--- src/sv/assert_macros.svh ---
// assertion macros shared by the gated track association rtl
`ifndef ASSERT_MACROS_SVH
`define ASSERT_MACROS_SVH

// property checked on every rising clock edge outside reset
`define GTA_ASSERT(label, prop, msg) \
  label: assert property (@(posedge clk_i) disable iff (!rst_ni) prop) \
    else $error(msg);

// condition in one cycle implies a condition in the next cycle
`define GTA_ASSERT_NEXT(label, pre, post, msg) \
  label: assert property (@(posedge clk_i) disable iff (!rst_ni) (pre) |=> (post)) \
    else $error(msg);

`endif

--- src/sv/gta_pkg.sv ---
// types and constants of the gated track association block
package gta_pkg;

  localparam int POS_W    = 15;
  localparam int BRIGHT_W = 16;
  localparam int AREA_W   = 20;
  localparam int TAG_W    = 16;
  localparam int SLOT_W   = 8;
  localparam int SQ_W     = 2 * POS_W;

  localparam int RADIUS_W = 32;
  localparam int MARGIN_W = 15;
  localparam int EXTENT_W = 16;

  localparam int REG_IDX_W  = 2;
  localparam int CFG_DATA_W = RADIUS_W;

  localparam logic [REG_IDX_W-1:0] REG_RADIUS = 2'd0;
  localparam logic [REG_IDX_W-1:0] REG_MARGIN = 2'd1;
  localparam logic [REG_IDX_W-1:0] REG_EXTENT = 2'd2;

  localparam logic [RADIUS_W-1:0] RADIUS_RST = 32'd357604;
  localparam logic [MARGIN_W-1:0] MARGIN_RST = 15'd720;
  localparam logic [EXTENT_W-1:0] EXTENT_RST = 16'd32768;

  // stored per entry besides the position
  typedef struct packed {
    logic [TAG_W-1:0]    blob_tag;
    logic [AREA_W-1:0]   blob_area;
    logic [BRIGHT_W-1:0] brightness;
  } payload_t;

  // one blob, also the word of the track table
  typedef struct packed {
    payload_t         pay;
    logic [POS_W-1:0] pos_y;
    logic [POS_W-1:0] pos_x;
  } blob_t;

  localparam int BLOB_W      = $bits(blob_t);
  localparam int IN_TDATA_W  = ((BLOB_W + 7) / 8) * 8;

  typedef struct packed {
    logic [SLOT_W-1:0] slot_index;
    logic              dropped_full;
    logic              appended;
    logic              replaced;
    logic              matched;
    logic              in_range;
  } result_t;

  localparam int RESULT_W    = $bits(result_t);
  localparam int OUT_TDATA_W = ((RESULT_W + 7) / 8) * 8;

  typedef struct packed {
    logic [RADIUS_W-1:0] radius_sq;
    logic [MARGIN_W-1:0] margin;
    logic [EXTENT_W-1:0] extent;
  } cfg_t;

  // controller to datapath
  typedef struct packed {
    logic load;
    logic classify;
    logic issue;
    logic commit_hit;
    logic commit_miss;
  } cmd_t;

  // datapath to controller
  typedef struct packed {
    logic issue_done;
    logic scan_busy;
    logic hit;
    logic out_free;
  } sts_t;

endpackage

--- src/sv/gta_dp.sv ---
// datapath: blob capture, border test, table scan pipeline, write-back, result register
`include "assert_macros.svh"

module gta_dp #(
  parameter int TABLE_DEPTH = 256,
  parameter int IDX_W       = 8
) (
  input  logic                     clk_i,
  input  logic                     rst_ni,
  input  gta_pkg::cfg_t            cfg_i,
  input  gta_pkg::cmd_t            cmd_i,
  output gta_pkg::sts_t            sts_o,
  input  gta_pkg::blob_t           blob_i,
  input  logic                     first_i,
  output logic                     ram_re_o,
  output logic [IDX_W:0]           ram_raddr_o,
  input  gta_pkg::blob_t           ram_rdata_i,
  output logic                     ram_we_o,
  output logic [IDX_W:0]           ram_waddr_o,
  output gta_pkg::blob_t           ram_wdata_o,
  output logic                     m_valid_o,
  input  logic                     m_ready_i,
  output gta_pkg::result_t         m_result_o
);
  import gta_pkg::*;

  localparam int CNT_W = $clog2(TABLE_DEPTH + 1);

  // captured blob
  blob_t      blob_q;
  logic       first_q;

  // per item control
  logic             inside_q;
  logic             search_q;
  logic [CNT_W-1:0] n_q;
  logic [CNT_W-1:0] scan_idx_q;
  logic [CNT_W-1:0] main_cnt_q;
  logic [CNT_W-1:0] edge_cnt_q;

  // scan pipeline
  logic             v_a_q, v_b_q, hit_q;
  logic [IDX_W-1:0] idx_a_q, idx_b_q, hit_idx_q;
  logic [SQ_W-1:0]  sq_x_q, sq_y_q;
  payload_t         pay_b_q, hit_pay_q;

  logic             m_valid_q;
  result_t          m_res_q;

  // border test
  logic signed [EXTENT_W:0] hi_lim;
  logic                     x_in, y_in, in_border;

  always_comb begin
    hi_lim    = signed'({1'b0, cfg_i.extent}) - signed'({2'b00, cfg_i.margin});
    x_in      = (blob_q.pos_x >= cfg_i.margin) &&
                (signed'({2'b00, blob_q.pos_x}) <= hi_lim);
    y_in      = (blob_q.pos_y >= cfg_i.margin) &&
                (signed'({2'b00, blob_q.pos_y}) <= hi_lim);
    in_border = x_in && y_in;
  end

  // distance terms from the word just read
  logic [POS_W-1:0] ad_x, ad_y;
  logic [SQ_W-1:0]  sq_x, sq_y;

  always_comb begin
    ad_x = (blob_q.pos_x >= ram_rdata_i.pos_x) ? blob_q.pos_x - ram_rdata_i.pos_x
                                              : ram_rdata_i.pos_x - blob_q.pos_x;
    ad_y = (blob_q.pos_y >= ram_rdata_i.pos_y) ? blob_q.pos_y - ram_rdata_i.pos_y
                                              : ram_rdata_i.pos_y - blob_q.pos_y;
    sq_x = {{POS_W{1'b0}}, ad_x} * {{POS_W{1'b0}}, ad_x};
    sq_y = {{POS_W{1'b0}}, ad_y} * {{POS_W{1'b0}}, ad_y};
  end

  logic [SQ_W:0] d2;
  logic          hit_now;

  assign d2      = {1'b0, sq_x_q} + {1'b0, sq_y_q};
  assign hit_now = v_b_q && ({{(RADIUS_W-SQ_W-1){1'b0}}, d2} <= cfg_i.radius_sq);

  // outcome
  logic    full, replace, app_we;
  result_t res_d;

  always_comb begin
    full    = (n_q == CNT_W'(TABLE_DEPTH));
    replace = blob_q.pay.brightness > hit_pay_q.brightness;
    app_we  = cmd_i.commit_miss && !full;
    res_d   = '0;
    res_d.in_range = inside_q;
    if (cmd_i.commit_hit) begin
      res_d.matched    = 1'b1;
      res_d.replaced   = replace;
      res_d.slot_index = SLOT_W'(hit_idx_q);
    end else begin
      res_d.dropped_full = full;
      res_d.appended     = !full;
      res_d.slot_index   = full ? '0 : SLOT_W'(n_q);
    end
  end

  // table ram access, edge table in the upper half
  assign ram_re_o    = cmd_i.issue;
  assign ram_raddr_o = {!inside_q, scan_idx_q[IDX_W-1:0]};
  assign ram_we_o    = cmd_i.commit_hit || app_we;
  assign ram_waddr_o = cmd_i.commit_hit ? {!inside_q, hit_idx_q}
                                        : {!inside_q, n_q[IDX_W-1:0]};

  always_comb begin
    ram_wdata_o = blob_q;
    if (cmd_i.commit_hit && !replace) begin
      ram_wdata_o.pay = hit_pay_q;
    end
  end

  // control registers
  always_ff @(posedge clk_i or negedge rst_ni) begin
    if (!rst_ni) begin
      inside_q   <= 1'b0;
      search_q   <= 1'b0;
      n_q        <= '0;
      scan_idx_q <= '0;
      main_cnt_q <= '0;
      edge_cnt_q <= '0;
      v_a_q      <= 1'b0;
      v_b_q      <= 1'b0;
      hit_q      <= 1'b0;
      m_valid_q  <= 1'b0;
    end else begin
      if (cmd_i.classify) begin
        inside_q   <= in_border;
        search_q   <= !in_border || !first_q;
        n_q        <= in_border ? main_cnt_q : edge_cnt_q;
        scan_idx_q <= '0;
        v_a_q      <= 1'b0;
        v_b_q      <= 1'b0;
        hit_q      <= 1'b0;
      end else begin
        if (cmd_i.issue) begin
          scan_idx_q <= scan_idx_q + CNT_W'(1);
        end
        v_a_q <= cmd_i.issue;
        v_b_q <= v_a_q;
        if (!hit_q) begin
          hit_q <= hit_now;
        end
      end
      if (app_we) begin
        if (inside_q) begin
          main_cnt_q <= main_cnt_q + CNT_W'(1);
        end else begin
          edge_cnt_q <= edge_cnt_q + CNT_W'(1);
        end
      end
      if (cmd_i.commit_hit || cmd_i.commit_miss) begin
        m_valid_q <= 1'b1;
      end else if (m_ready_i) begin
        m_valid_q <= 1'b0;
      end
    end
  end

  // payload registers
  always_ff @(posedge clk_i) begin
    if (cmd_i.load) begin
      blob_q  <= blob_i;
      first_q <= first_i;
    end
    idx_a_q <= scan_idx_q[IDX_W-1:0];
    idx_b_q <= idx_a_q;
    pay_b_q <= ram_rdata_i.pay;
    sq_x_q  <= sq_x;
    sq_y_q  <= sq_y;
    if (!hit_q && v_b_q) begin
      hit_idx_q <= idx_b_q;
      hit_pay_q <= pay_b_q;
    end
    if (cmd_i.commit_hit || cmd_i.commit_miss) begin
      m_res_q <= res_d;
    end
  end

  assign sts_o.issue_done = !search_q || (scan_idx_q == n_q);
  assign sts_o.scan_busy  = v_a_q || v_b_q;
  assign sts_o.hit        = hit_q;
  assign sts_o.out_free   = !m_valid_q || m_ready_i;

  assign m_valid_o  = m_valid_q;
  assign m_result_o = m_res_q;

  // terms of the checks below
  logic counts_ok, flags_ok, hit_keep;

  assign counts_ok = (main_cnt_q <= CNT_W'(TABLE_DEPTH)) &&
                     (edge_cnt_q <= CNT_W'(TABLE_DEPTH));
  assign flags_ok  = ($countones({m_res_q.matched, m_res_q.appended,
                                  m_res_q.dropped_full}) == 1) &&
                     (!m_res_q.replaced || m_res_q.matched);
  assign hit_keep  = hit_q && !cmd_i.classify;

  `GTA_ASSERT(a_count_bound, counts_ok, "table count beyond depth")
  `GTA_ASSERT_NEXT(a_hit_frozen, hit_keep, hit_q && $stable(hit_idx_q), "first match lost")
  `GTA_ASSERT(a_one_outcome, m_valid_q |-> flags_ok, "inconsistent result flags")

endmodule

--- config.mk ---
export PLATFORM = sky130hd
export DESIGN_NAME = gta_dp
export DESIGN_NICKNAME = d
export VERILOG_FILES = /design/src/sv/gta_pkg.sv /design/src/sv/gta_dp.sv
export VERILOG_INCLUDE_DIRS = /design/src /design/src/sv
export SDC_FILE = /design/constraint.sdc
export NUM_CORES = 1
export LEC_CHECK = 0
export ABC_AREA = 1
export BUFFER_PORTS_ARGS = -buffer_cell sky130_fd_sc_hd__buf_2
export CAP_MARGIN = 10
export CORE_MARGIN = 1.5
export CORE_UTILIZATION = 50
export CTS_CLUSTER_DIAMETER = 60
export DETAILED_ROUTE_END_ITERATION = 8
export GPL_TIMING_DRIVEN = 0
export PLACE_DENSITY = 0.7
export RECOVER_POWER = 25
export SYNTH_ARGS = -nofsm -noshare
export SYNTH_HDL_FRONTEND = slang
export SYNTH_SLANG_ARGS = --single-unit
--- constraint.sdc ---
create_clock -name clk_i -period 9.5 [get_ports clk_i]
set_clock_uncertainty 0.2 [all_clocks]
set_input_delay 0.475 -clock clk_i [delete_from_list [all_inputs] [get_ports clk_i]]
set_output_delay 0.475 -clock clk_i [all_outputs]
set_load 0.01 [all_outputs]
==> results.sh <==
export IMPL_cts_buffers=38
export IMPL_synthAdderAreaFrac=0.336
export IMPL_ys_async_sr_fraction=0.130
export IMPL_setup_violations=0
export IMPL_wire_per_inst_um=17.2
export IMPL_slowest_stage="fa_1"
export IMPL_first_pass_iters=5
export IMPL_worst_slew_margin_rel=-0.0480
export IMPL_grt_pass1_vias=26660
export IMPL_ys_warn_count=0
export IMPL_num_rows=91
export IMPL_fin_setup_tns_ns=0
export IMPL_synth_top_area_frac=0.178
export IMPL_cap_violations=1
export IMPL_status="finished with violations"
export IMPL_maxSlewViolCount=21
export IMPL_synthMuxAreaShare=0
export IMPL_finalNetCount=5077
export IMPL_cp_common_cell="inv_1"
export IMPL_synth_top_area_cell="fa_1"
export IMPL_criticalPathCategory="reg -> reg"
export IMPL_syn_nets=4540
export IMPL_layout_drive_gt1_share=0.138
export IMPL_hold_violations=0
export IMPL_ctsResizeCount=0
export IMPL_tightestPinTransition_ns=1.57
export IMPL_chipWidth_um=253
export IMPL_finalWirelength_um=86800
export IMPL_placed_area_um2=34100
export IMPL_max_stage_delay_ns=0.56
export IMPL_io_pins=356
export IMPL_vias_per_cell=5.12
export IMPL_area_growth_synth_to_final_pct=17.9
export IMPL_antenna_found_initial=15
export IMPL_design_area_um2=36800
export IMPL_initial_utilization=0.506
export IMPL_synthXorXnorAreaFrac=0.0453
export IMPL_crit_required_ns=9.76
export IMPL_hpwlAfterDp_um=69200
export IMPL_fp_dieArea_um2=63900
export IMPL_cts_reportedPaths_clkPinSlew_ns=0.06
export IMPL_synth_compound_area_frac=0.0808
export IMPL_track_usage=0.274
export IMPL_root_buffer="clkbuf_16"
export IMPL_period_share=0.876
export IMPL_antenna_left=0
export IMPL_synth_edf_count=156
export IMPL_arrival_ns=8.58
export IMPL_syn_cell_area_um2=31200
export IMPL_grt_pass1_wl_um=138000
export IMPL_postSynthCellCount=3631
export IMPL_hold_path_class="reg -> reg"
export IMPL_ctsHtreeMaxLevel=2
export IMPL_post_cts_buffers=0
export IMPL_via_count=25818
export IMPL_core_um2=61700
export IMPL_synth_simple_gate_area_frac=0.162
export IMPL_max_freq_mhz=120
export IMPL_rsz0062_at_grt="no"
export IMPL_clock_sinks=324
export IMPL_yosys_top_cells_area="fa_1 18%, ha_1 16%, edfxtp_1 15%"
export IMPL_synth_main_ff_cell="edfxtp_1"
export IMPL_ys_types=56
export IMPL_tritoncts="yes"
export IMPL_synth_commonest_cells="724 x inv_1, 671 x nand2_1, 396 x ha_1"
export IMPL_ys_seq_area_frac=0.265
export IMPL_synth_top_family_by_area="adder cells"
export IMPL_end_kind="flop"
export IMPL_synth_most_common_cell="inv_1"
export IMPL_finalCriticalPeriod_ns=8.32
export IMPL_place_congestion=0.932
export IMPL_portBuffers=354
export IMPL_violations="max-capacitance violations, max-slew violations"
export IMPL_critical_path_startpoint_type="flop"
export IMPL_critical_path_peak_fanout=10
export IMPL_ys_seq_elements=324
export IMPL_grt_start_max_net_pins=64
export IMPL_die_y_um=253
export IMPL_clock_latency_ns=0.58
export IMPL_clockBufferDepth=3
export IMPL_globalRouteOverflowTotal=0
export IMPL_drt_first_iter_violations=1753
export IMPL_postSynthAreaPerCell_um2=8.60
export IMPL_drc=0
registers in the layout, summed over array words and instances, names as in the netlist, 13 cells and up:
register and cells:
sq_y_q 29, sq_x_q 29, pay_b_q 52, blob_q 52
ram_wdata_o 30, hit_pay_q 52, m_result_o 13
layout make-up:
type | instances | area, um^2
well taps | 837 | 1050
plain buffers | 100 | 682
repair buffers | 497 | 3230
diodes | 11 | 27.5
flip-flops and latches | 324 | 8260
clock buffers | 49 | 1020
inverters | 738 | 2770
clock inverters | 21 | 239
multi-input cells | 2469 | 19500
fillers | 5417 | 24900
worst paths after layout:
kind / startpoint / end / slack [ns] / cells past startpoint
max in group asynchronous: rst_ni / edge_cnt_q[4] / 8.06 / 2
worst max register to register: ram_wdata_o[0] / sq_x_q[22] / 1.18 / 33
worst max-delay path: ram_wdata_o[0] / sq_x_q[22] / 1.18 / 33
worst min-delay path: idx_a_q[1] / idx_b_q[1] / 0.12 / 0
min in group asynchronous: rst_ni / scan_idx_q[4] / 0.43 / 2
worst min register to register: idx_a_q[1] / idx_b_q[1] / 0.12 / 0
layer usage:
| metal | part of all wire | track usage | routed length, um |
|---|---|---|---|
| met5 | 0.00084 | 0 | 73 |
| met4 | 0.027 | 0.0802 | 2350 |
| met2 | 0.47 | 0.465 | 40900 |
| met3 | 0.076 | 0.0565 | 6620 |
| met1 | 0.42 | 0.352 | 36900 |
cells in the final DEF, fill, tap and decap left out, types with 4 or more instances in the layout:
cell type / n
nand3_1: 128
diode_2: 11
dfxtp_1: 126
edfxtp_1: 156
nand2_1: 671
o21ai_2: 7
a21oi_2: 4
o21bai_1: 26
ha_1: 396
nand2_2: 20
nor4_1: 12
nand2_4: 5
nor2_4: 5
dfrtp_1: 42
xor2_1: 120
a21o_1: 19
o21ai_1: 9
clkbuf_16: 38
buf_6: 14
clkbuf_1: 34
buf_1: 4
buf_2: 360
nor2_1: 238
o21a_1: 9
fa_1: 277
xnor2_1: 35
nor3_1: 32
inv_1: 724
dlygate4sd3_1: 140
a31oi_1: 18
o21ai_0: 118
inv_2: 14
o211ai_1: 4
buf_4: 50
nand4_1: 40
nand3_2: 4
nor2_2: 27
a21oi_1: 210
per-stage QoR:
step / worst slack, ns / hold slack (ns) / util / cells
finish: 1.18 / 0.125 / 0.596 / 5046
global route: 0.641 / 0.129 / 0.596 / 5039
CTS: 1.06 / 0.122 / 0.596 / 5035
detailed placement: 0.891 / 0.113 / 0.553 / 4825
global placement: 0.951 / 0.111 / 0.551 / 4822
floorplan: 2.33 / -0.0206 / - / 3631
critical path, delay by kind of cell, from the launching register on:
family | cells | cell delay (ns)
buffers and inverters | 11 | 1.47
AOI/OAI and AO/OA | 6 | 1.16
DFF | 1 | 0.41
xor gates and xnor gates | 1 | 0.27
adders and majority gates | 8 | 3.61
and+or+nand+nor | 7 | 1.11
cell families (layout without fill, tap and decap cells):
family	after synthesis	count (layout)
and+or+nand+nor	1194	1194
buffers and inverters	838	1405
adders and majority gates	673	673
AOI/OAI and AO/OA	445	445
DFF	324	324
xor gates and xnor gates	157	157
other	0	11
repair_timing:
| item | in CTS | in global routing |
|---|---|---|
| hold buffers | 140 | 0 |
| endpoints found under the hold margin | 181 | 0 |
| endpoints found under the setup margin | 0 | 0 |
Power is left out: the tool's default activity adds up to more than one toggle a clock period on the data nets, which glitch-free logic cannot reach.
