<file path="src/sv/assert_macros.svh">
// assertion macros shared by the gated track association rtl
`ifndef ASSERT_MACROS_SVH
`define ASSERT_MACROS_SVH

// property checked on every rising clock edge outside reset
`define GTA_ASSERT(label, prop, msg) \
  label: assert property (@(posedge clk_i) disable iff (!rst_ni) prop) \
    else $error(msg);

// condition in one cycle implies a condition in the next cycle
`define GTA_ASSERT_NEXT(label, pre, post, msg) \
  label: assert property (@(posedge clk_i) disable iff (!rst_ni) (pre) |=> (post)) \
    else $error(msg);

`endif

</file>
<file path="src/sv/gta_ram.sv">
// generic single write port ram with registered read
module gta_ram #(
  parameter int WIDTH = 8,
  parameter int DEPTH = 16
) (
  input  logic                     clk_i,
  input  logic                     we_i,
  input  logic [$clog2(DEPTH)-1:0] waddr_i,
  input  logic [WIDTH-1:0]         wdata_i,
  input  logic                     re_i,
  input  logic [$clog2(DEPTH)-1:0] raddr_i,
  output logic [WIDTH-1:0]         rdata_o
);

  logic [WIDTH-1:0] mem_q [DEPTH];
  logic [WIDTH-1:0] rdata_q;

  always_ff @(posedge clk_i) begin
    if (we_i) begin
      mem_q[waddr_i] <= wdata_i;
    end
    if (re_i) begin
      rdata_q <= mem_q[raddr_i];
    end
  end

  assign rdata_o = rdata_q;

endmodule

</file>
<file path="config.mk">
export PLATFORM = sky130hd
export DESIGN_NAME = gta_ram
export DESIGN_NICKNAME = d
export VERILOG_FILES = /design/src/sv/assert_macros.svh /design/src/sv/gta_ram.sv
export SDC_FILE = /design/constraint.sdc
export NUM_CORES = 1
export LEC_CHECK = 0
export BUFFER_PORTS_ARGS = -buffer_cell sky130_fd_sc_hd__buf_2
export CORE_MARGIN = 3
export CORE_UTILIZATION = 43
export DETAILED_ROUTE_END_ITERATION = 10
export HOLD_SLACK_MARGIN = 0.12
export SLEW_MARGIN = 20
export SYNTH_ARGS = -nofsm -noshare
export SYNTH_HDL_FRONTEND = slang
export SYNTH_SLANG_ARGS = --single-unit
</file>
<file path="constraint.sdc">
create_clock -name clk_i -period 1.85 [get_ports clk_i]
set_clock_uncertainty 0.2 [all_clocks]
set_input_delay 0.0925 -clock clk_i [delete_from_list [all_inputs] [get_ports clk_i]]
set_output_delay 0.0925 -clock clk_i [all_outputs]
set_load 0.02 [all_outputs]
</file>
==> impl_metrics.env, run 1 <==
export IMPL_status="finished clean"
export IMPL_final_nets=322
export IMPL_cts_tree="done"
export IMPL_path_class="flip-flop to flip-flop"
export IMPL_cap_violations=0
export IMPL_syn_area_um2=5230
export IMPL_ys_flop_type="edfxtp_1"
export IMPL_diodes=0
export IMPL_whs_path_depth=4
export IMPL_cts_root_buf="clkbuf_16"
export IMPL_grt_pass1_vias=2586
export IMPL_grt_overflow=0
export IMPL_clockBufferDepth=2
export IMPL_finalMaxSlewViolations=0
export IMPL_crit_slowest_cell="mux4_1"
export IMPL_synth_edff_count=136
export IMPL_io_pins=27
export IMPL_synth_top_area_share_pct=78.1
export IMPL_fin_total_pwr_mw=6.95
export IMPL_synth_net_count=248
export IMPL_critical_path_top_delay_family="multiplexers"
export IMPL_setup_viol=0
export IMPL_clk_pin_slew_ps=60
export IMPL_setup_tns_final_ps=0
export IMPL_rsz0062_at_grt="false"
export IMPL_critPathLaunchType="flip-flop"
export IMPL_drive_gt1_share_pct=31.3
export IMPL_dpl_hpwl_um=6650
export IMPL_yosys_cell_types_count=18
export IMPL_async_flop_share_pct=0
export IMPL_min_path_type="input pin to flip-flop"
export IMPL_cts_made_buffers=17
export IMPL_syn_to_final_growth_pct=21.4
export IMPL_required_ps=1820
export IMPL_fmax_mhz=564
export IMPL_ys_seq_area_share_pct=78.1
export IMPL_worst_hold_path_endpoint="mem_q[2][1]"
export IMPL_powerDensity_nw_per_um2=1100
export IMPL_hold_viol_final=0
export IMPL_gp_congestion=0.739
export IMPL_row_count=39
export IMPL_cts_setup_buffers=0
export IMPL_cpPeakStageDelay_ps=520
export IMPL_fin_crit_sh_pct=95.8
export IMPL_synth_avg_cell_area_um2=22.8
export IMPL_groute_usage_overall_pct=17.3
export IMPL_die_w_um=116
export IMPL_cp_max_fo=1
export IMPL_vias=2524
export IMPL_synth_area_leaders="edfxtp_1, mux4_2, mux4_1"
export IMPL_io_buffers=26
export IMPL_pre_cts_slack_ps=1.96
export IMPL_setup_ws_ps=76.9
export IMPL_die_area_um2=13500
export IMPL_grt_start_max_net_pins=19
export IMPL_period_minus_slack_ps=1770
export IMPL_die_y_um=116
export IMPL_ys_ff_latch=136
export IMPL_clock_sinks=136
export IMPL_critPathArrivalTime_ps=1740
export IMPL_clock_latency_ps=410
export IMPL_min_delay_start="waddr_i[3]"
export IMPL_tightestPinTransition_ps=447
export IMPL_endpoint_kind="flip-flop"
export IMPL_synth_warnings=0
export IMPL_design_core_area_um2=11700
export IMPL_synthCells=229
export IMPL_vias_per_cell=5.50
export IMPL_grt_pass1_wl_um=16000
export IMPL_postRouteAntennaNets=0
export IMPL_p_leak_nw=2.18
export IMPL_firstDrtPassIters=5
export IMPL_antenna_found_initial=0
export IMPL_synth_most_common_cell="edfxtp_1"
export IMPL_r2r_start="mem_q[1][5]"
export IMPL_start_util_pct=44.8
export IMPL_h_tree_depth=4
export IMPL_slew_headroom_pct=70.2
export IMPL_r2r_slack_ps=80
export IMPL_drc=0
export IMPL_avgRoutedWirePerCell_um=22.6
export IMPL_drt_iter0_markers=244
export IMPL_crit_chain="mux4_1 > a22oi_1 > buf_4 > nand2_1"
export IMPL_r2r_end="rdata_o[5]"
export IMPL_drt_total_wl_um=10400
export IMPL_reg2regPathDepth=4
export IMPL_synth_top_area_cell="edfxtp_1"
export IMPL_path_buf_inv=1
export IMPL_ir_drop_mv=0.539
export IMPL_synth_common_cells="edfxtp_1, mux4_2, a22oi_1"
==> sequential cells by signal, indices dropped and copies added (netlist names) <==
| signal | flops |
|---|---|
| rdata_o | 8 |
| mem_q | 128 |
==> cell type report <==
cell class / instances / area [um2]
fillers: 880 / 5320
multi-input cells: 83 / 1060
flip-flops and latches: 136 / 4080
repair buffers: 65 / 479
clock buffers: 20 / 437
clock inverters: 12 / 109
well taps: 143 / 179
==> metrics by stage <==
step / std cells / util, % / area, um2 / hold WS (ps)
global placement: 416 / 48.8 / 5690 / 282
CTS: 460 / 54.5 / 6350 / 135
global route: 459 / 54.4 / 6340 / 165
floorplan: 229 / - / 5230 / -8.63
finish: 459 / 54.4 / 6340 / 144
detailed placement: 416 / 48.8 / 5690 / 289
==> how the worst max path moves through the flow <==
stage,from,cells after the start,slack [ps],end
6_report,mem_q[1][5],4,80,rdata_o[5]
5_1_grt,mem_q[1][5],4,50,rdata_o[5]
4_1_cts,mem_q[1][5],4,60,rdata_o[5]
3_5_place_dp,raddr_i[0],5,2,rdata_o[2]
3_3_place_gp,raddr_i[0],5,10,rdata_o[3]
2_1_floorplan,waddr_i[2],2,60,mem_q[0][0]
==> where the power goes <==
| part | internal, mW | leakage [nW] | switching [mW] |
|---|---|---|---|
| clock | 1.95 | 0.270 | 1.14 |
| combinational | 0.164 | 0.673 | 0.201 |
| sequential | 3.47 | 1.24 | 0.0183 |
| total | 5.59 | 2.18 | 1.36 |
==> worst min-delay path: stages <==
cell and delay, ps:
buf_2 100, or3b_2 150, nor2_1 50, buf_4 180
==> per-layer routing <==
metal / up-vias / GRT usage [%] / share of wire (%)
met5: - / 0 / 0
met4: 0 / 6.73 / 1.5
met3: 15 / 4.72 / 4.1
met2: 59 / 26.5 / 49
met1: 1323 / 24.0 / 46
li1: 1127 / - / -
==> layout by cell type (no fill, tap or decap) <==
cell / instances
a22oi_1: 16
and2_1: 1
and2b_1: 1
buf_12: 2
buf_2: 26
buf_4: 25
buf_6: 1
bufinv_16: 2
clkbuf_1: 3
clkbuf_16: 17
clkinv_1: 3
clkinv_2: 6
clkinvlp_4: 1
dlygate4sd3_1: 11
edfxtp_1: 136
mux4_1: 14
mux4_2: 18
nand2_1: 9
nand2b_1: 2
nand3_1: 1
nand3b_1: 2
nor2_1: 13
nor2b_1: 1
nor3_1: 4
or3b_2: 1
==> cell families (layout without fill, tap and decap cells) <==
family / count (synthesis) / after routing / synth area share [%]
DFF: 136 / 136 / 78.1
and+or+nand+nor: 35 / 35 / 3.14
muxes: 32 / 32 / 14.8
AOI/OAI and AO/OA: 16 / 16 / 2.30
buffers and inverters: 10 / 97 / 1.65
==> timing repair <==
item | 4_1_cts | 5_1_grt
setup endpoints to repair | 0 | 8
hold buffers | 12 | 0
gates resized for setup | 0 | 1
endpoints found under the hold margin | 168 | 0
Power figures use the tool's default switching activity.
==> run 2, diff against run 1 <==
--- a/config.mk
+++ b/config.mk
@@ -6,10 +6,13 @@
 export NUM_CORES = 1
 export LEC_CHECK = 0
 export BUFFER_PORTS_ARGS = -buffer_cell sky130_fd_sc_hd__buf_2
+export CELL_PAD_IN_SITES_DETAIL_PLACEMENT = 1
+export CELL_PAD_IN_SITES_GLOBAL_PLACEMENT = 2
 export CORE_MARGIN = 3
 export CORE_UTILIZATION = 43
 export DETAILED_ROUTE_END_ITERATION = 10
 export HOLD_SLACK_MARGIN = 0.12
+export PLACE_DENSITY_LB_ADDON = 0.1
 export SLEW_MARGIN = 20
 export SYNTH_ARGS = -nofsm -noshare
 export SYNTH_HDL_FRONTEND = slang
==> constraint.sdc (replaced) <==
create_clock -name clk_i -period 2.2 [get_ports clk_i]
set_clock_uncertainty 0.2 [all_clocks]
set_input_delay 0.11 -clock clk_i [delete_from_list [all_inputs] [get_ports clk_i]]
set_output_delay 0.11 -clock clk_i [all_outputs]
set_load 0.02 [all_outputs]
==> impl_metrics.env, run 2 (synthesis gave the netlist of run 1 again) <==
export IMPL_design_core_area_um2=11700
export IMPL_gp_congestion=0.708
export IMPL_largest_reg_flops=128
export IMPL_reg2regPathDepth=3
export IMPL_crit_slowest_cell="dlygate4sd3_1"
export IMPL_cpPeakStageDelay_ps=560
export IMPL_start_util_pct=44.8
export IMPL_whs_ps=154
export IMPL_r2r_start="mem_q[11][7]"
export IMPL_firstDrtPassIters=5
export IMPL_endpoint_kind="flip-flop"
export IMPL_r2r_end="rdata_o[7]"
export IMPL_drt_iter0_markers=189
export IMPL_h_tree_depth=4
export IMPL_fmax_mhz=551
export IMPL_diodes=0
export IMPL_cts_root_buf="clkbuf_16"
export IMPL_drt_total_wl_um=11100
export IMPL_groute_usage_overall_pct=18.2
export IMPL_grt_overflow=0
export IMPL_largest_register="mem_q"
export IMPL_setup_tns_final_ps=0
export IMPL_fin_total_pwr_mw=6.38
export IMPL_path_class="input pin to flip-flop"
export IMPL_die_y_um=116
export IMPL_cts_setup_buffers=0
export IMPL_critPathArrivalTime_ps=1730
export IMPL_cp_max_fo=8
export IMPL_row_count=39
export IMPL_fillers=989
export IMPL_clock_sinks=136
export IMPL_grt_pass1_vias=2684
export IMPL_grt_pass1_wl_um=16700
export IMPL_pre_cts_slack_ps=256
export IMPL_final_cells=455
export IMPL_final_common_cell="edfxtp_1"
export IMPL_setup_ws_ps=385
export IMPL_status="finished clean"
export IMPL_ctsResizeCount=0
export IMPL_drive_gt1_share_pct=31.1
export IMPL_period_minus_slack_ps=1810
export IMPL_grt_start_max_net_pins=19
export IMPL_vias_per_cell=5.54
export IMPL_crit_chain="dlygate4sd3_1 > buf_2 > nor3_1 > dlygate4sd3_1 > buf_4"
export IMPL_final_nets=318
export IMPL_hold_viol_final=0
export IMPL_critPathMostFrequentCell="dlygate4sd3_1"
export IMPL_critPathLaunchType="input pin"
export IMPL_critPathCapture="mem_q[4][2]"
export IMPL_antenna_found_initial=0
export IMPL_powerDensity_nw_per_um2=993
export IMPL_r2r_slack_ps=460
export IMPL_postRouteAntennaNets=0
export IMPL_rsz0062_at_grt="false"
export IMPL_avgRoutedWirePerCell_um=24.5
export IMPL_mostFrequentLayoutCells="edfxtp_1, buf_2, buf_4"
export IMPL_die_w_um=116
export IMPL_finalMaxSlewViolations=0
export IMPL_io_buffers=26
export IMPL_drc=0
export IMPL_required_ps=2120
export IMPL_p_leak_nw=2.20
export IMPL_cts_tree="done"
export IMPL_die_area_um2=13500
export IMPL_clockBufferDepth=2
export IMPL_slew_headroom_pct=69.2
export IMPL_setup_viol=0
export IMPL_min_delay_start="raddr_i[1]"
export IMPL_cts_made_buffers=17
export IMPL_clk_pin_slew_ps=60
export IMPL_syn_to_final_growth_pct=22.9
export IMPL_dpl_hpwl_um=7040
export IMPL_fin_crit_sh_pct=82.5
export IMPL_crit_start="waddr_i[1]"
export IMPL_place_inst=411
export IMPL_io_pins=27
export IMPL_min_path_type="input pin to flip-flop"
export IMPL_vias=2519
export IMPL_clock_latency_ps=420
export IMPL_cap_violations=0
export IMPL_ir_drop_mv=0.690
export IMPL_tightestPinTransition_ps=462
-- run 2: cell types whose count changed in the layout (fill, tap and decap cells not counted), moves of 2 or more --
| cell | before | now |
|---|---|---|
| buf_4 | 25 | 21 |
| clkbuf_1 | 3 | 1 |
| bufinv_16 | 2 | 6 |
| clkinvlp_4 | 1 | 3 |
| clkinv_2 | 6 | 2 |
-- run 2: cell type report --
| cell class | count | area, um2 | share of cell area [%] |
|---|---|---|---|
| clock buffers | 18 | 429 | 6.68 |
| clock inverters | 14 | 229 | 3.56 |
| multi-input cells | 83 | 1060 | 16.5 |
| flip-flops and latches | 136 | 4080 | 63.6 |
| well taps | 143 | 179 | 2.78 |
| repair buffers | 61 | 448 | 6.97 |
-- run 2: per-stage QoR --
stage	cell area, um2	util (%)
after global routing	6430	55.1
after CTS	6430	55.1
after detailed placement	5650	48.4
after floorplan	5230	-
final	6430	55.1
after global placement	5650	48.4
-- run 2: power breakdown --
group          internal [mW]  switching [mW]  leakage [nW]
clock network           2.11            1.03         0.311
logic                  0.132           0.173         0.656
registers               2.92          0.0166          1.24
-- run 2: how the worst min path moves through the flow --
stage	endpoint	slack [ps]	cells past startpoint
detailed placement	rdata_o[1]	310	1
global placement	mem_q[2][5]	300	1
finish	rdata_o[7]	150	4
CTS	rdata_o[7]	140	5
floorplan	mem_q[0][0]	9	0
global route	mem_q[1][6]	170	4
-- run 2: routing by layer --
layer	share of wire [%]	GRT usage (%)	up-vias
li1	-	-	1122
met1	47	25.1	1319
met2	48	27.8	69
met3	3.8	6.22	9
met4	0.90	5.34	0
met5	0	0	-
-- run 2: worst max-delay path: cells and delay by family --
kind | cells | cell delay [ps]
buffers and inverters | 4 | 1440
and+or+nand+nor | 1 | 170
-- run 2: repair_timing --
action	CTS	global route
hold buffers	12	0
endpoints found under the setup margin	0	0
hold endpoints to repair	168	0
==> run 3, diff against run 2 <==
==> constraint.sdc (replaced) <==
create_clock -name clk_i -period 1.8 [get_ports clk_i]
set_clock_uncertainty 0.2 [all_clocks]
set_input_delay 0.09 -clock clk_i [delete_from_list [all_inputs] [get_ports clk_i]]
set_output_delay 0.09 -clock clk_i [all_outputs]
set_load 0.02 [all_outputs]
==> impl_metrics.env, run 3 (synthesis gave the netlist of run 1 again) <==
export IMPL_avgRoutedWirePerCell_um=24.4
export IMPL_firstDrtPassIters=4
export IMPL_mostFrequentLayoutCells="edfxtp_1, buf_2, buf_4"
export IMPL_cts_made_buffers=17
export IMPL_gp_congestion=0.713
export IMPL_drive_gt1_share_pct=30.9
export IMPL_diodes=0
export IMPL_postRouteAntennaNets=0
export IMPL_grt_pass1_wl_um=17000
export IMPL_antenna_found_initial=0
export IMPL_start_util_pct=44.8
export IMPL_cts_root_buf="clkbuf_16"
export IMPL_powerDensity_nw_per_um2=1160
export IMPL_r2r_slack_ps=100
export IMPL_min_path_type="input pin to flip-flop"
export IMPL_grt_pass1_vias=2734
export IMPL_critPathArrivalTime_ps=1680
export IMPL_setup_ws_ps=35.7
export IMPL_final_util_pct=55.3
export IMPL_io_buffers=26
export IMPL_final_nets=326
export IMPL_vias_per_cell=5.53
export IMPL_grt_overflow=0
export IMPL_io_pins=27
export IMPL_h_tree_depth=4
export IMPL_drc=0
export IMPL_design_core_area_um2=11700
export IMPL_final_cells=463
export IMPL_grt_start_max_net_pins=17
export IMPL_min_delay_start="raddr_i[2]"
export IMPL_largest_register="mem_q"
export IMPL_fillers=1037
export IMPL_required_ps=1710
export IMPL_cp_max_fo=8
export IMPL_final_common_cell="edfxtp_1"
export IMPL_largest_reg_flops=128
export IMPL_critPathLaunchType="input pin"
export IMPL_drt_iter0_markers=144
export IMPL_fin_crit_sh_pct=98.0
export IMPL_fmax_mhz=567
export IMPL_cts_tree="done"
export IMPL_rsz0062_at_grt="false"
export IMPL_hold_viol_final=0
export IMPL_row_count=39
export IMPL_groute_usage_overall_pct=18.6
export IMPL_slew_headroom_pct=65.2
export IMPL_setup_viol=0
export IMPL_combPwrFrac_pct=5.2
export IMPL_syn_to_final_growth_pct=23.3
export IMPL_dpl_hpwl_um=7140
export IMPL_endpoint_kind="flip-flop"
export IMPL_pre_cts_slack_ps=-106
export IMPL_finalMaxSlewViolations=0
export IMPL_sw_frac_of_total_pct=19.2
export IMPL_p_switching_mw=1.43
export IMPL_drt_total_wl_um=11300
export IMPL_die_y_um=116
export IMPL_seqPwrFrac_pct=48.1
export IMPL_clockBufferDepth=2
export IMPL_reg2regPathDepth=3
export IMPL_whs_path_depth=4
export IMPL_place_inst=415
export IMPL_r2r_start="mem_q[1][2]"
export IMPL_die_w_um=116
export IMPL_vias=2561
export IMPL_tightestPinTransition_ps=520
export IMPL_clock_sinks=136
export IMPL_crit_start="waddr_i[2]"
export IMPL_p_leak_nw=2.23
export IMPL_clk_pin_slew_ps=50
export IMPL_pwr_share_clk_pct=46.7
export IMPL_clock_latency_ps=420
export IMPL_period_minus_slack_ps=1760
export IMPL_die_area_um2=13500
export IMPL_status="finished clean"
export IMPL_p_int_mw=6.03
export IMPL_ir_drop_mv=0.903
export IMPL_path_class="input pin to flip-flop"
export IMPL_cap_violations=0
## run 3: cell count changes in the layout (fill, tap and decap cells not counted), sizes merged
cell / before / now
buf: 49 / 53
clkbuf: 18 / 20
dlygate4sd3: 12 / 16
clkinvlp: 3 / 0
bufinv: 6 / 4
clkinv: 5 / 8
## run 3: area by class of cell
cell class                      count  area (um2)  area share (%)
Timing Repair Buffer               69         531            8.23
Sequential cell                   136        4080            63.4
Clock buffer                       20         437            6.77
Clock inverter                     12         156            2.43
Multi-Input combinational cell     83        1060            16.4
Tap cell                          143         179            2.78
## run 3: final timing paths
path	end
max reg2reg	rdata_o[2]
min	rdata_o[1]
min reg2reg	rdata_o[4]
max	mem_q[0][7]
## run 3: timing repair
item / CTS / global route
hold endpoints to repair: 176 / 0
endpoints found under the setup margin: 0 / 3
gates resized for setup: 0 / 1
hold buffers: 16 / 0
buffers inserted: 0 / 0
## run 3: through the flow
| stage | TNS (ps) | power, mW | area, um2 | hold slack, ps |
|---|---|---|---|---|
| 6_report | 0 | 7.46 | 6450 | 122 |
| 5_1_grt | 0 | 7.71 | 6450 | 164 |
| 4_1_cts | 0 | 7.54 | 6440 | 122 |
| 3_5_place_dp | -359 | 4.02 | 5690 | 290 |
| 3_3_place_gp | -352 | 4.01 | 5690 | 285 |
| 2_1_floorplan | 0 | 3.85 | 5230 | -11.1 |
## run 3: critical path: stages
cell and delay (ps):
buf_2 120, dlygate4sd3_1 540, or3b_2 530, nor3_1 160, buf_4 240
## run 3: metal layers
layer  track usage (%)  up-vias  wire, um
met4              8.35        0       233
met5                 0        -         0
met1              26.0     1340      5050
li1                  -     1134         -
met3              4.87       19       580
met2              27.8       68      5440
## run 3: power groups by stage
stage / Clock, mW / Combinational, mW / Sequential [mW]
CTS: 3.56 / 0.394 / 3.59
global placement: 0 / 0.362 / 3.65
floorplan: 0 / 0.180 / 3.67
global route: 3.69 / 0.422 / 3.60
finish: 3.48 / 0.385 / 3.59
detailed placement: 0 / 0.366 / 3.66
