`config.mk`:
```
export PLATFORM = sky130hd
export DESIGN_NAME = gta_ctrl
export DESIGN_NICKNAME = d
export VERILOG_FILES = /design/src/sv/gta_pkg.sv /design/src/sv/gta_ctrl.sv
export VERILOG_INCLUDE_DIRS = /design/src /design/src/sv
export SDC_FILE = /design/constraint.sdc
export NUM_CORES = 1
export LEC_CHECK = 0
export ABC_AREA = 1
export ABC_CLOCK_PERIOD_IN_PS = 1200
export BUFFER_PORTS_ARGS = -buffer_cell sky130_fd_sc_hd__buf_4
export CORE_AREA = 2 2 39 41
export CTS_BUF_LIST = sky130_fd_sc_hd__clkbuf_8
export CTS_CLUSTER_DIAMETER = 40
export DETAILED_ROUTE_END_ITERATION = 10
export DIE_AREA = 0 0 41 43
export MAX_ROUTING_LAYER = met4
export SLEW_MARGIN = 20
export SYNTH_ARGS = -nofsm -noshare
export SYNTH_HDL_FRONTEND = slang
export SYNTH_SLANG_ARGS = --single-unit
```
`constraint.sdc`:
```
create_clock -name clk_i -period 1.2 [get_ports clk_i]
set_input_delay 0.12 -clock clk_i [delete_from_list [all_inputs] [get_ports clk_i]]
set_output_delay 0.12 -clock clk_i [all_outputs]
set_load 0.01 [all_outputs]
```
`src/sv/assert_macros.svh`:
```
// assertion macros shared by the gated track association rtl
`ifndef ASSERT_MACROS_SVH
`define ASSERT_MACROS_SVH

// property checked on every rising clock edge outside reset
`define GTA_ASSERT(label, prop, msg) \
  label: assert property (@(posedge clk_i) disable iff (!rst_ni) prop) \
    else $error(msg);

// condition in one cycle implies a condition in the next cycle
`define GTA_ASSERT_NEXT(label, pre, post, msg) \
  label: assert property (@(posedge clk_i) disable iff (!rst_ni) (pre) |=> (post)) \
    else $error(msg);

`endif

```
`src/sv/gta_pkg.sv`:
```
// types and constants of the gated track association block
package gta_pkg;

  localparam int POS_W    = 15;
  localparam int BRIGHT_W = 16;
  localparam int AREA_W   = 20;
  localparam int TAG_W    = 16;
  localparam int SLOT_W   = 8;
  localparam int SQ_W     = 2 * POS_W;

  localparam int RADIUS_W = 32;
  localparam int MARGIN_W = 15;
  localparam int EXTENT_W = 16;

  localparam int REG_IDX_W  = 2;
  localparam int CFG_DATA_W = RADIUS_W;

  localparam logic [REG_IDX_W-1:0] REG_RADIUS = 2'd0;
  localparam logic [REG_IDX_W-1:0] REG_MARGIN = 2'd1;
  localparam logic [REG_IDX_W-1:0] REG_EXTENT = 2'd2;

  localparam logic [RADIUS_W-1:0] RADIUS_RST = 32'd357604;
  localparam logic [MARGIN_W-1:0] MARGIN_RST = 15'd720;
  localparam logic [EXTENT_W-1:0] EXTENT_RST = 16'd32768;

  // stored per entry besides the position
  typedef struct packed {
    logic [TAG_W-1:0]    blob_tag;
    logic [AREA_W-1:0]   blob_area;
    logic [BRIGHT_W-1:0] brightness;
  } payload_t;

  // one blob, also the word of the track table
  typedef struct packed {
    payload_t         pay;
    logic [POS_W-1:0] pos_y;
    logic [POS_W-1:0] pos_x;
  } blob_t;

  localparam int BLOB_W      = $bits(blob_t);
  localparam int IN_TDATA_W  = ((BLOB_W + 7) / 8) * 8;

  typedef struct packed {
    logic [SLOT_W-1:0] slot_index;
    logic              dropped_full;
    logic              appended;
    logic              replaced;
    logic              matched;
    logic              in_range;
  } result_t;

  localparam int RESULT_W    = $bits(result_t);
  localparam int OUT_TDATA_W = ((RESULT_W + 7) / 8) * 8;

  typedef struct packed {
    logic [RADIUS_W-1:0] radius_sq;
    logic [MARGIN_W-1:0] margin;
    logic [EXTENT_W-1:0] extent;
  } cfg_t;

  // controller to datapath
  typedef struct packed {
    logic load;
    logic classify;
    logic issue;
    logic commit_hit;
    logic commit_miss;
  } cmd_t;

  // datapath to controller
  typedef struct packed {
    logic issue_done;
    logic scan_busy;
    logic hit;
    logic out_free;
  } sts_t;

endpackage

```
`src/sv/gta_ctrl.sv`:
```
// sequencing state machine of the gated track association block
`include "assert_macros.svh"

module gta_ctrl (
  input  logic          clk_i,
  input  logic          rst_ni,
  input  logic          s_valid_i,
  output logic          s_ready_o,
  input  gta_pkg::sts_t sts_i,
  output gta_pkg::cmd_t cmd_o
);
  import gta_pkg::*;

  localparam logic [2:0] ST_IDLE     = 3'd0;
  localparam logic [2:0] ST_CLASSIFY = 3'd1;
  localparam logic [2:0] ST_SCAN     = 3'd2;
  localparam logic [2:0] ST_HIT      = 3'd3;
  localparam logic [2:0] ST_MISS     = 3'd4;

  logic [2:0] state_q, state_d;

  always_comb begin
    state_d = state_q;
    cmd_o   = '0;
    unique case (state_q)
      ST_IDLE: begin
        cmd_o.load = s_valid_i;
        if (s_valid_i) begin
          state_d = ST_CLASSIFY;
        end
      end
      ST_CLASSIFY: begin
        cmd_o.classify = 1'b1;
        state_d        = ST_SCAN;
      end
      ST_SCAN: begin
        cmd_o.issue = !sts_i.issue_done && !sts_i.hit;
        if (sts_i.hit) begin
          state_d = ST_HIT;
        end else if (sts_i.issue_done && !sts_i.scan_busy) begin
          state_d = ST_MISS;
        end
      end
      ST_HIT: begin
        cmd_o.commit_hit = sts_i.out_free;
        if (sts_i.out_free) begin
          state_d = ST_IDLE;
        end
      end
      ST_MISS: begin
        cmd_o.commit_miss = sts_i.out_free;
        if (sts_i.out_free) begin
          state_d = ST_IDLE;
        end
      end
      default: begin
        state_d = ST_IDLE;
      end
    endcase
  end

  assign s_ready_o = (state_q == ST_IDLE);

  always_ff @(posedge clk_i or negedge rst_ni) begin
    if (!rst_ni) begin
      state_q <= ST_IDLE;
    end else begin
      state_q <= state_d;
    end
  end

  `GTA_ASSERT(a_commit_needs_room, (cmd_o.commit_hit || cmd_o.commit_miss) |-> sts_i.out_free, "commit while result register busy")
  `GTA_ASSERT_NEXT(a_load_then_classify, cmd_o.load, cmd_o.classify, "classify did not follow load")

endmodule

```
==> results.py, run 1 <==
metrics = {
    "critical_path": {
        "endpoint_kind": "primary output",
        "cp_slowest_cell": "dfrtp_2",
        "cp.required_ns": 1.08,
        "critical_path_buf_inv_count": 1,
        "timing.rr.end": "state_q[2]",
        "r2r_setup_slack_ns": 0.07,
        "cp-endpoint": "cmd_o[2]",
        "path_max_fanout": 5,
        "cpPeakStageDelay_ns": 0.44,
        "worstSetupStartpointType": "register",
        "r2r_start": "state_q[0]",
        "reg2reg_depth": 5,
        "worstPathCellList": "nor2_4 -> nand2_2 -> nor3_2 -> buf_4",
        "startpoint": "state_q[2]",
        "critical_path_class": "reg -> out",
        "critPathTopFamily": "flip-flops",
        "worstPathArrival_ns": 1.12,
        "cp.depth": 4,
    },
    "logic_synthesis": {
        "synth_cells": 48,
        "synth_top_area_share_pct": 26.20,
        "synthDistinctLibCells": 15,
        "synth-seq-cells": 3,
        "synth_top_cell_by_area": "dfrtp_1",
        "netlist_area_um2": 286.5,
        "synth_area_leaders": "dfrtp_1 26%, nand2_1 16%, inv_1 9.2%",
        "synth_area_per_cell_um2": 5.969,
        "yosys_warnings": 0,
        "syn_nets": 55,
        "yosysSeqAreaShare_pct": 26.20,
    },
    "timing": {
        "final_hold_viol_count": 0,
        "drv_slew": 0,
        "slew_headroom_pct": 86.56,
        "min_period_ns": 1.240,
        "finalClockSkew_ns": 0.001767,
        "fin_ws_ns": -0.04044,
        "finalCritPeriodShare_pct": 103.4,
        "fmax_mhz": 806.2,
        "rsz0062_at_grt": "yes",
        "worstMarginPinSlew_ns": 0.2000,
        "fin_tns_setup_ns": -0.06117,
        "setup_viol": 3,
    },
    "die": {
        "die_h_um": 43,
        "num_rows": 14,
        "initial_core_util_pct": 20.71,
        "io_pins": 13,
        "coreArea_um2": 1384,
        "die_w_um": 41,
        "dieArea_um2": 1763,
    },
    "run_status": {
        "violations": "negative setup slack",
        "outcome": "finished with violations",
    },
    "finish": {
        "fillers": 147,
        "reg.largest.list": "state_q x3",
        "regMostFlops": "state_q",
        "largest_reg_flops": 3,
        "multiInputGateArea_um2": 186.4,
        "antennaDiodeCount": 0,
        "final_area_um2": 479.2,
        "areaGrowthSynthToFinish_pct": 67.25,
        "seqCellArea_um2": 78.83,
        "layout-drive-gt1-share_pct": 46.97,
        "nets": 74,
    },
    "global_route": {
        "grt_overflow": 0,
        "antenna_found_initial": 0,
        "grt_max_degree": 9,
        "grt_pass1_vias": 288,
        "grt_pass1_wl_um": 1062,
        "track_usage_pct": 9.185,
    },
    "power_and_ir_drop": {
        "leakage_uw": 0.0002641,
        "powerDensity_nw_per_um2": 2616,
        "power.share.clock_pct": 22.5,
        "swShare_pct": 44.33,
        "p_int_uw": 698.1,
        "p_switching_uw": 555.8,
        "total_power_uw": 1254,
        "vdd_ir_drop_max_mv": 0.9575,
        "p_comb_share_pct": 55.7,
        "seq_power_share_pct": 21.8,
    },
    "route": {
        "route.vias.total": 350,
        "drt_iter0_drc": 5,
        "drt-vias-per-instance": 4.268,
        "drt_pass1_iterations": 2,
        "drc_errors": 0,
        "antenna_left": 0,
        "wl_per_cell_um": 8.512,
        "drt-total-wl_um": 698,
    },
    "place": {
        "place.gp.congestion": 0.7235,
        "placed_area_um2": 389.1,
        "io_buffer_count": 12,
        "dp_hpwl_um": 530.2,
        "post-place-ws_ns": 0.09952,
    },
    "cts": {
        "path_clk_slew_ns": 0.03,
        "cts_made_buffers": 3,
        "clockRootBuffer": "clkbuf_8",
        "cts_tree": "yes",
        "cts_max_path_buffers": 2,
        "htree_levels": 1,
        "clock-sinks": 3,
        "clk_latency_ns": 0.21,
    },
    "hold_path": {
        "min_path_type": "in -> reg",
    },
    "job": {
        "max_cap_viol_count": 0,
    },
}
## through the flow
step                      hold WS, ns  std cells  utilization, %
after CTS                      0.2203         81           34.09
after global routing           0.2281         82           34.63
final                          0.2243         82           34.63
after floorplan               -0.1756         48               -
after detailed placement     -0.08736         75           28.12
after global placement       -0.08948         75           28.12
## layer usage
metal | global-route usage [%] | routed length, um | up-vias
li1 | - | - | 187
met1 | 10.39 | 292 | 159
met2 | 13.13 | 384 | 4
met3 | 1.571 | 22 | 0
met4 | 8.000 | 0 | 0
met5 | - | 0 | -
## worst min-delay path, stage by stage
cell     delay [ns]
buf_4          0.10
nor2_1         0.04
nand3_1        0.08
nand2_1        0.05
## repair_timing
| action | CTS | global route |
|---|---|---|
| pin swaps | 1 | 1 |
| hold endpoints to repair | 3 | 0 |
| resized for setup | 6 | 0 |
| gates cloned | 0 | 0 |
| hold buffers | 1 | 0 |
| buffers inserted | 1 | 1 |
| endpoints found under the setup margin | 5 | 7 |
## Yosys cell counts, drive strengths merged
cell and count:
a21oi 2, nand2 15, nor3 2, buf 1
o21ai 2, nor2 8, dfrtp 3, nor4 1
nand3 5, inv 9
## worst min path at each step
stage,from,to,cells past startpoint,slack (ns)
after floorplan,rst_ni,state_q[0],0,-0.18
after global placement,rst_ni,state_q[2],1,-0.09
after detailed placement,rst_ni,state_q[1],1,-0.09
after CTS,sts_i[1],state_q[2],4,0.22
after global routing,rst_ni,state_q[1],2,0.23
final,sts_i[1],state_q[2],4,0.22
## placed cells by master, fill, tap and decap left out, drive strengths merged
cell type | synthesis | final
buf | 1 | 14
nor2 | 8 | 8
o21ai | 2 | 2
nor4 | 1 | 1
dlygate4sd3 | 0 | 1
nand3 | 5 | 5
inv | 9 | 10
dfrtp | 3 | 3
nand2 | 15 | 15
nor3 | 2 | 2
clkbuf | 0 | 3
a21oi | 2 | 2
## kinds of logic (layout without fill, tap and decap cells)
logic type             count (synthesis)  in the layout  synth area share (%)
buffers and inverters                 10             28                 14.41
AND/OR/NAND/NOR                       31             31                 52.40
AO/OA/AOI/OAI                          4              4                 6.984
flip-flops                             3              3                 26.20
## layout make-up
type	instances	share of cell area, %
inverters	9	7.050
clock buffers	3	8.616
repair buffers	15	24.02
well taps	16	4.178
multi-input cells	35	38.90
flip-flops and latches	3	16.45
clock inverters	1	0.7833
## power groups by stage
stage	Sequential, uW	Combinational (uW)	Clock, uW
after detailed placement	250	621	0
after floorplan	204	488	0
after global placement	249	624	0
final	273	699	282
after CTS	273	669	294
after global routing	282	789	303
Note: power is estimated with default switching activity, not from simulation.
==> run 2, diff against run 1 <==
- TNS_END_PERCENT: not set -> 50
==> run 2 against run 1 <==
The run still ends with negative setup slack left; first-iteration DRC count is the same; non-clock buffer count stayed put; via count is the same; critical endpoint unchanged; maximum frequency unchanged; sequential share of layout area unchanged; routed wire length did not move; largest power group unchanged; clock power is essentially flat; design area did not move.
==> results.py, run 2 (same netlist as run 1, synthesis figures left out) <==
metrics = {
    "cts": {
        "cts_max_path_buffers": 2,
        "htree_levels": 1,
        "path_clk_slew_ns": 0.03,
        "cts_tree": "yes",
        "clk_latency_ns": 0.21,
        "clockRootBuffer": "clkbuf_8",
        "cts_made_buffers": 3,
        "clock-sinks": 3,
    },
    "route": {
        "drt_pass1_iterations": 2,
        "route.vias.total": 350,
        "drt-total-wl_um": 698,
        "wl_per_cell_um": 8.512,
        "antenna_left": 0,
        "drc_errors": 0,
        "drt_iter0_drc": 5,
        "drt-vias-per-instance": 4.268,
    },
    "finish": {
        "largest_reg_flops": 3,
        "final_area_um2": 479.2,
        "regMostFlops": "state_q",
        "nets": 74,
        "final_common_cell": "buf_4",
        "antennaDiodeCount": 0,
        "reg.largest.list": "state_q x3",
        "areaGrowthSynthToFinish_pct": 67.25,
        "fillers": 147,
        "layout-drive-gt1-share_pct": 46.97,
        "layout_common_cells": "14 x buf_4, 12 x nand2_1, 8 x inv_1",
    },
    "global_route": {
        "grt_max_degree": 9,
        "grt_overflow": 0,
        "antenna_found_initial": 0,
        "grt_pass1_wl_um": 1062,
        "grt_pass1_vias": 288,
        "track_usage_pct": 9.185,
    },
    "critical_path": {
        "path_max_fanout": 5,
        "worstSetupStartpointType": "register",
        "r2r_setup_slack_ns": 0.07,
        "worstPathArrival_ns": 1.12,
        "critical_path_class": "reg -> out",
        "timing.rr.end": "state_q[2]",
        "r2r_start": "state_q[0]",
        "reg2reg_depth": 5,
        "cp.required_ns": 1.08,
        "endpoint_kind": "primary output",
    },
    "place": {
        "place.gp.congestion": 0.7235,
        "placed_area_um2": 389.1,
        "dp_hpwl_um": 530.2,
        "post-place-ws_ns": 0.09952,
        "io_buffer_count": 12,
    },
    "die": {
        "num_rows": 14,
        "die_h_um": 43,
        "die_w_um": 41,
        "dieArea_um2": 1763,
        "initial_core_util_pct": 20.71,
        "io_pins": 13,
        "coreArea_um2": 1384,
    },
    "power_and_ir_drop": {
        "p_switching_uw": 555.8,
        "total_power_uw": 1254,
        "swShare_pct": 44.33,
        "seq_power_share_pct": 21.8,
        "vdd_ir_drop_max_mv": 0.9575,
        "powerDensity_nw_per_um2": 2616,
        "power.share.clock_pct": 22.5,
        "leakage_uw": 0.0002641,
        "p_comb_share_pct": 55.7,
        "p_int_uw": 698.1,
    },
    "timing": {
        "drv_slew": 0,
        "finalClockSkew_ns": 0.001767,
        "rsz0062_at_grt": "yes",
        "fin_ws_ns": -0.04044,
        "slew_headroom_pct": 86.56,
        "fin_tns_setup_ns": -0.06117,
        "final_hold_viol_count": 0,
        "min_period_ns": 1.240,
        "worstMarginPinSlew_ns": 0.2000,
        "finalCritPeriodShare_pct": 103.4,
        "fmax_mhz": 806.2,
        "whs_ns": 0.2243,
        "setup_viol": 3,
    },
    "job": {
        "max_cap_viol_count": 0,
    },
    "hold_path": {
        "min-delay-start": "sts_i[1]",
        "hold_depth": 4,
        "min_path_type": "in -> reg",
        "min_to": "state_q[2]",
    },
    "run_status": {
        "violations": "negative setup slack",
        "outcome": "finished with violations",
    },
}
[run 2: cell counts in the layout (fill, tap and decap cells not counted)]
Identical to the previous run, type by type.
[run 2: worst max-delay path, cell delays in order, from the launching register on]
cell	delay, ns
dfrtp_2	0.44
nor2_4	0.13
nand2_2	0.08
nor3_2	0.11
buf_4	0.14
[run 2: area by class of cell]
type | instances | area [um^2] | share of cell area [%]
Tap cell | 16 | 20.02 | 4.178
Sequential cell | 3 | 78.83 | 16.45
Clock buffer | 3 | 41.29 | 8.616
Multi-Input combinational cell | 35 | 186.4 | 38.90
Timing Repair Buffer | 15 | 115.1 | 24.02
Clock inverter | 1 | 3.754 | 0.7833
Inverter | 9 | 33.78 | 7.050
[run 2: stage by stage]
stage	instances	util, %
2_1_floorplan	48	-
3_3_place_gp	75	28.12
3_5_place_dp	75	28.12
4_1_cts	81	34.09
5_1_grt	82	34.63
6_report	82	34.63
[run 2: how the worst max path moves through the flow]
stage                    start  endpoint  slack (ns)  cells after the start
floorplan           state_q[1]  cmd_o[0]        0.15                      2
global placement    state_q[0]  cmd_o[2]         0.1                      4
detailed placement  state_q[0]  cmd_o[2]         0.1                      4
CTS                 state_q[2]  cmd_o[2]       -0.05                      4
global route        state_q[2]  cmd_o[2]       -0.10                      4
finish              state_q[2]  cmd_o[2]       -0.04                      4
[run 2: power groups by stage]
stage / logic (uW) / registers, uW / clock network [uW]
after floorplan: 488 / 204 / 0
after global placement: 624 / 249 / 0
after detailed placement: 621 / 250 / 0
after CTS: 669 / 273 / 294
after global routing: 789 / 282 / 303
final: 699 / 273 / 282
[run 2: layer usage]
metal / GRT usage [%] / wire, um / vias to the layer above
met4: 8.000 / 0 / 0
met2: 13.13 / 384 / 4
met3: 1.571 / 22 / 0
met5: - / 0 / -
li1: - / - / 187
met1: 10.39 / 292 / 159
[run 2: timing repair]
action	4_1_cts	5_1_grt
resized for setup	6	0
hold buffers	1	0
gates cloned	0	0
endpoints found under the hold margin	3	0
endpoints found under the setup margin	5	7
setup buffers	1	1
pin swaps	1	1
==> run 3, diff against run 2 <==
- BUFFER_PORTS_ARGS: -buffer_cell sky130_fd_sc_hd__buf_4 -> not set
- DONT_BUFFER_PORTS: not set -> 1
==> run 3 against run 2 <==
The run still ends with negative setup slack left; power grew 5.2%; clock skew grew 0.0015 ns; sequential power is 8.1% higher; global-route usage increased by 2.2 points; critical path type unchanged; highest routed layer unchanged.
==> results.py, run 3 (same netlist as run 1, synthesis figures left out) <==
metrics = {
    "run_status": {
        "outcome": "finished with violations",
        "violations": "negative setup slack",
    },
    "timing": {
        "min_period_ns": 1.258,
        "setup_viol": 3,
        "finalCritPeriodShare_pct": 104.8,
        "finalClockSkew_ns": 0.003237,
        "fin_tns_setup_ns": -0.1060,
        "fin_ws_ns": -0.05796,
        "fmax_mhz": 794.9,
        "final_hold_viol_count": 0,
        "whs_ns": 0.08749,
        "worstMarginPinSlew_ns": 0.2299,
        "rsz0062_at_grt": "yes",
        "drv_slew": 0,
        "slew_headroom_pct": 84.59,
    },
    "die": {
        "io_pins": 13,
        "coreArea_um2": 1384,
        "initial_core_util_pct": 20.71,
        "die_h_um": 43,
        "die_w_um": 41,
        "num_rows": 14,
        "dieArea_um2": 1763,
    },
    "route": {
        "drc_errors": 0,
        "route.vias.total": 329,
        "drt-total-wl_um": 818,
        "antenna_left": 0,
        "drt_pass1_iterations": 4,
        "wl_per_cell_um": 10.91,
        "drt-vias-per-instance": 4.387,
        "drt_iter0_drc": 6,
    },
    "place": {
        "dp_hpwl_um": 539.6,
        "place.gp.congestion": 0.7349,
        "io_buffer_count": 0,
        "post-place-ws_ns": 0.07965,
    },
    "global_route": {
        "grt_pass1_wl_um": 1304,
        "grt_max_degree": 9,
        "antenna_found_initial": 0,
        "grt_pass1_vias": 324,
        "track_usage_pct": 11.34,
        "grt_overflow": 0,
    },
    "power_and_ir_drop": {
        "power.share.clock_pct": 21.3,
        "vdd_ir_drop_max_mv": 1.164,
        "seq_power_share_pct": 22.4,
        "total_power_uw": 1319,
        "swShare_pct": 47.09,
        "powerDensity_nw_per_um2": 2929,
        "p_comb_share_pct": 56.4,
        "p_int_uw": 697.9,
        "leakage_uw": 0.0002312,
        "p_switching_uw": 621.3,
    },
    "job": {
        "max_cap_viol_count": 0,
    },
    "finish": {
        "areaGrowthSynthToFinish_pct": 57.21,
        "reg.largest.list": "state_q x3",
        "final_common_cell": "nand2_1",
        "nets": 67,
        "regMostFlops": "state_q",
        "antennaDiodeCount": 0,
        "largest_reg_flops": 3,
        "layout-drive-gt1-share_pct": 49.15,
        "layout_common_cells": "11 x nand2_1, 7 x inv_1, 7 x buf_4",
        "fillers": 154,
    },
    "cts": {
        "clk_latency_ns": 0.21,
        "clockRootBuffer": "clkbuf_8",
        "path_clk_slew_ns": 0.03,
        "cts_tree": "yes",
        "cts_made_buffers": 3,
        "clock-sinks": 3,
        "cts_max_path_buffers": 2,
        "htree_levels": 1,
    },
    "hold_path": {
        "hold_depth": 3,
        "min_path_type": "in -> reg",
    },
    "critical_path": {
        "worstPathArrival_ns": 1.14,
        "path_max_fanout": 4,
        "reg2reg_depth": 7,
        "worstSetupStartpointType": "register",
        "critical_path_class": "reg -> out",
        "endpoint_kind": "primary output",
        "cp.required_ns": 1.08,
    },
}
run 3: worst paths after layout:
| path | end | slack (ns) | from |
|---|---|---|---|
| max reg2reg | state_q[0] | 0.02 | state_q[2] |
| min in group asynchronous | state_q[1] | 0.16 | rst_ni |
| max in group asynchronous | state_q[0] | 0.88 | rst_ni |
| max | cmd_o[0] | -0.06 | state_q[2] |
| min reg2reg | state_q[2] | 0.58 | state_q[2] |
| min | state_q[2] | 0.09 | sts_i[1] |
run 3: power groups by stage:
| stage | clock, uW | sequential, uW | combinational [uW] |
|---|---|---|---|
| 2_1_floorplan | 0 | 204 | 488 |
| 3_3_place_gp | 0 | 250 | 555 |
| 3_5_place_dp | 0 | 253 | 564 |
| 4_1_cts | 284 | 269 | 702 |
| 5_1_grt | 296 | 309 | 831 |
| 6_report | 280 | 295 | 744 |
run 3: area by class of cell:
cell class	instances	area (um^2)	share of cell area, %
Clock buffer	3	41.29	9.167
Inverter	9	36.28	8.056
Sequential cell	3	78.83	17.50
Timing Repair Buffer	8	62.56	13.89
Multi-Input combinational cell	35	207.7	46.11
Clock inverter	1	3.754	0.8333
Tap cell	16	20.02	4.444
run 3: repair_timing:
item	in CTS	in global routing
resized for setup	7	6
hold buffers	1	0
buffers inserted	4	0
setup endpoints to repair	5	8
hold endpoints to repair	3	0
pin swaps	2	0
run 3: critical path: stages, from the launching register on:
cell and delay (ns):
dfrtp_2 0.42, inv_4 0.07, nor4_4 0.27, buf_4 0.16
run 3: metrics by stage:
step | cell area [um^2] | std cells | utilization, %
after floorplan | 286.5 | 48 | -
after global placement | 321.6 | 66 | 23.24
after detailed placement | 321.6 | 66 | 23.24
after CTS | 431.7 | 75 | 31.19
after global routing | 450.4 | 75 | 32.55
final | 450.4 | 75 | 32.55
run 3: routing by layer:
metal	part of all wire (%)	GRT usage (%)	routed length, um
met4	0	4.000	0
met1	38	12.30	307
met3	3.4	3.141	28
met2	59	18.75	482
met5	0	-	0
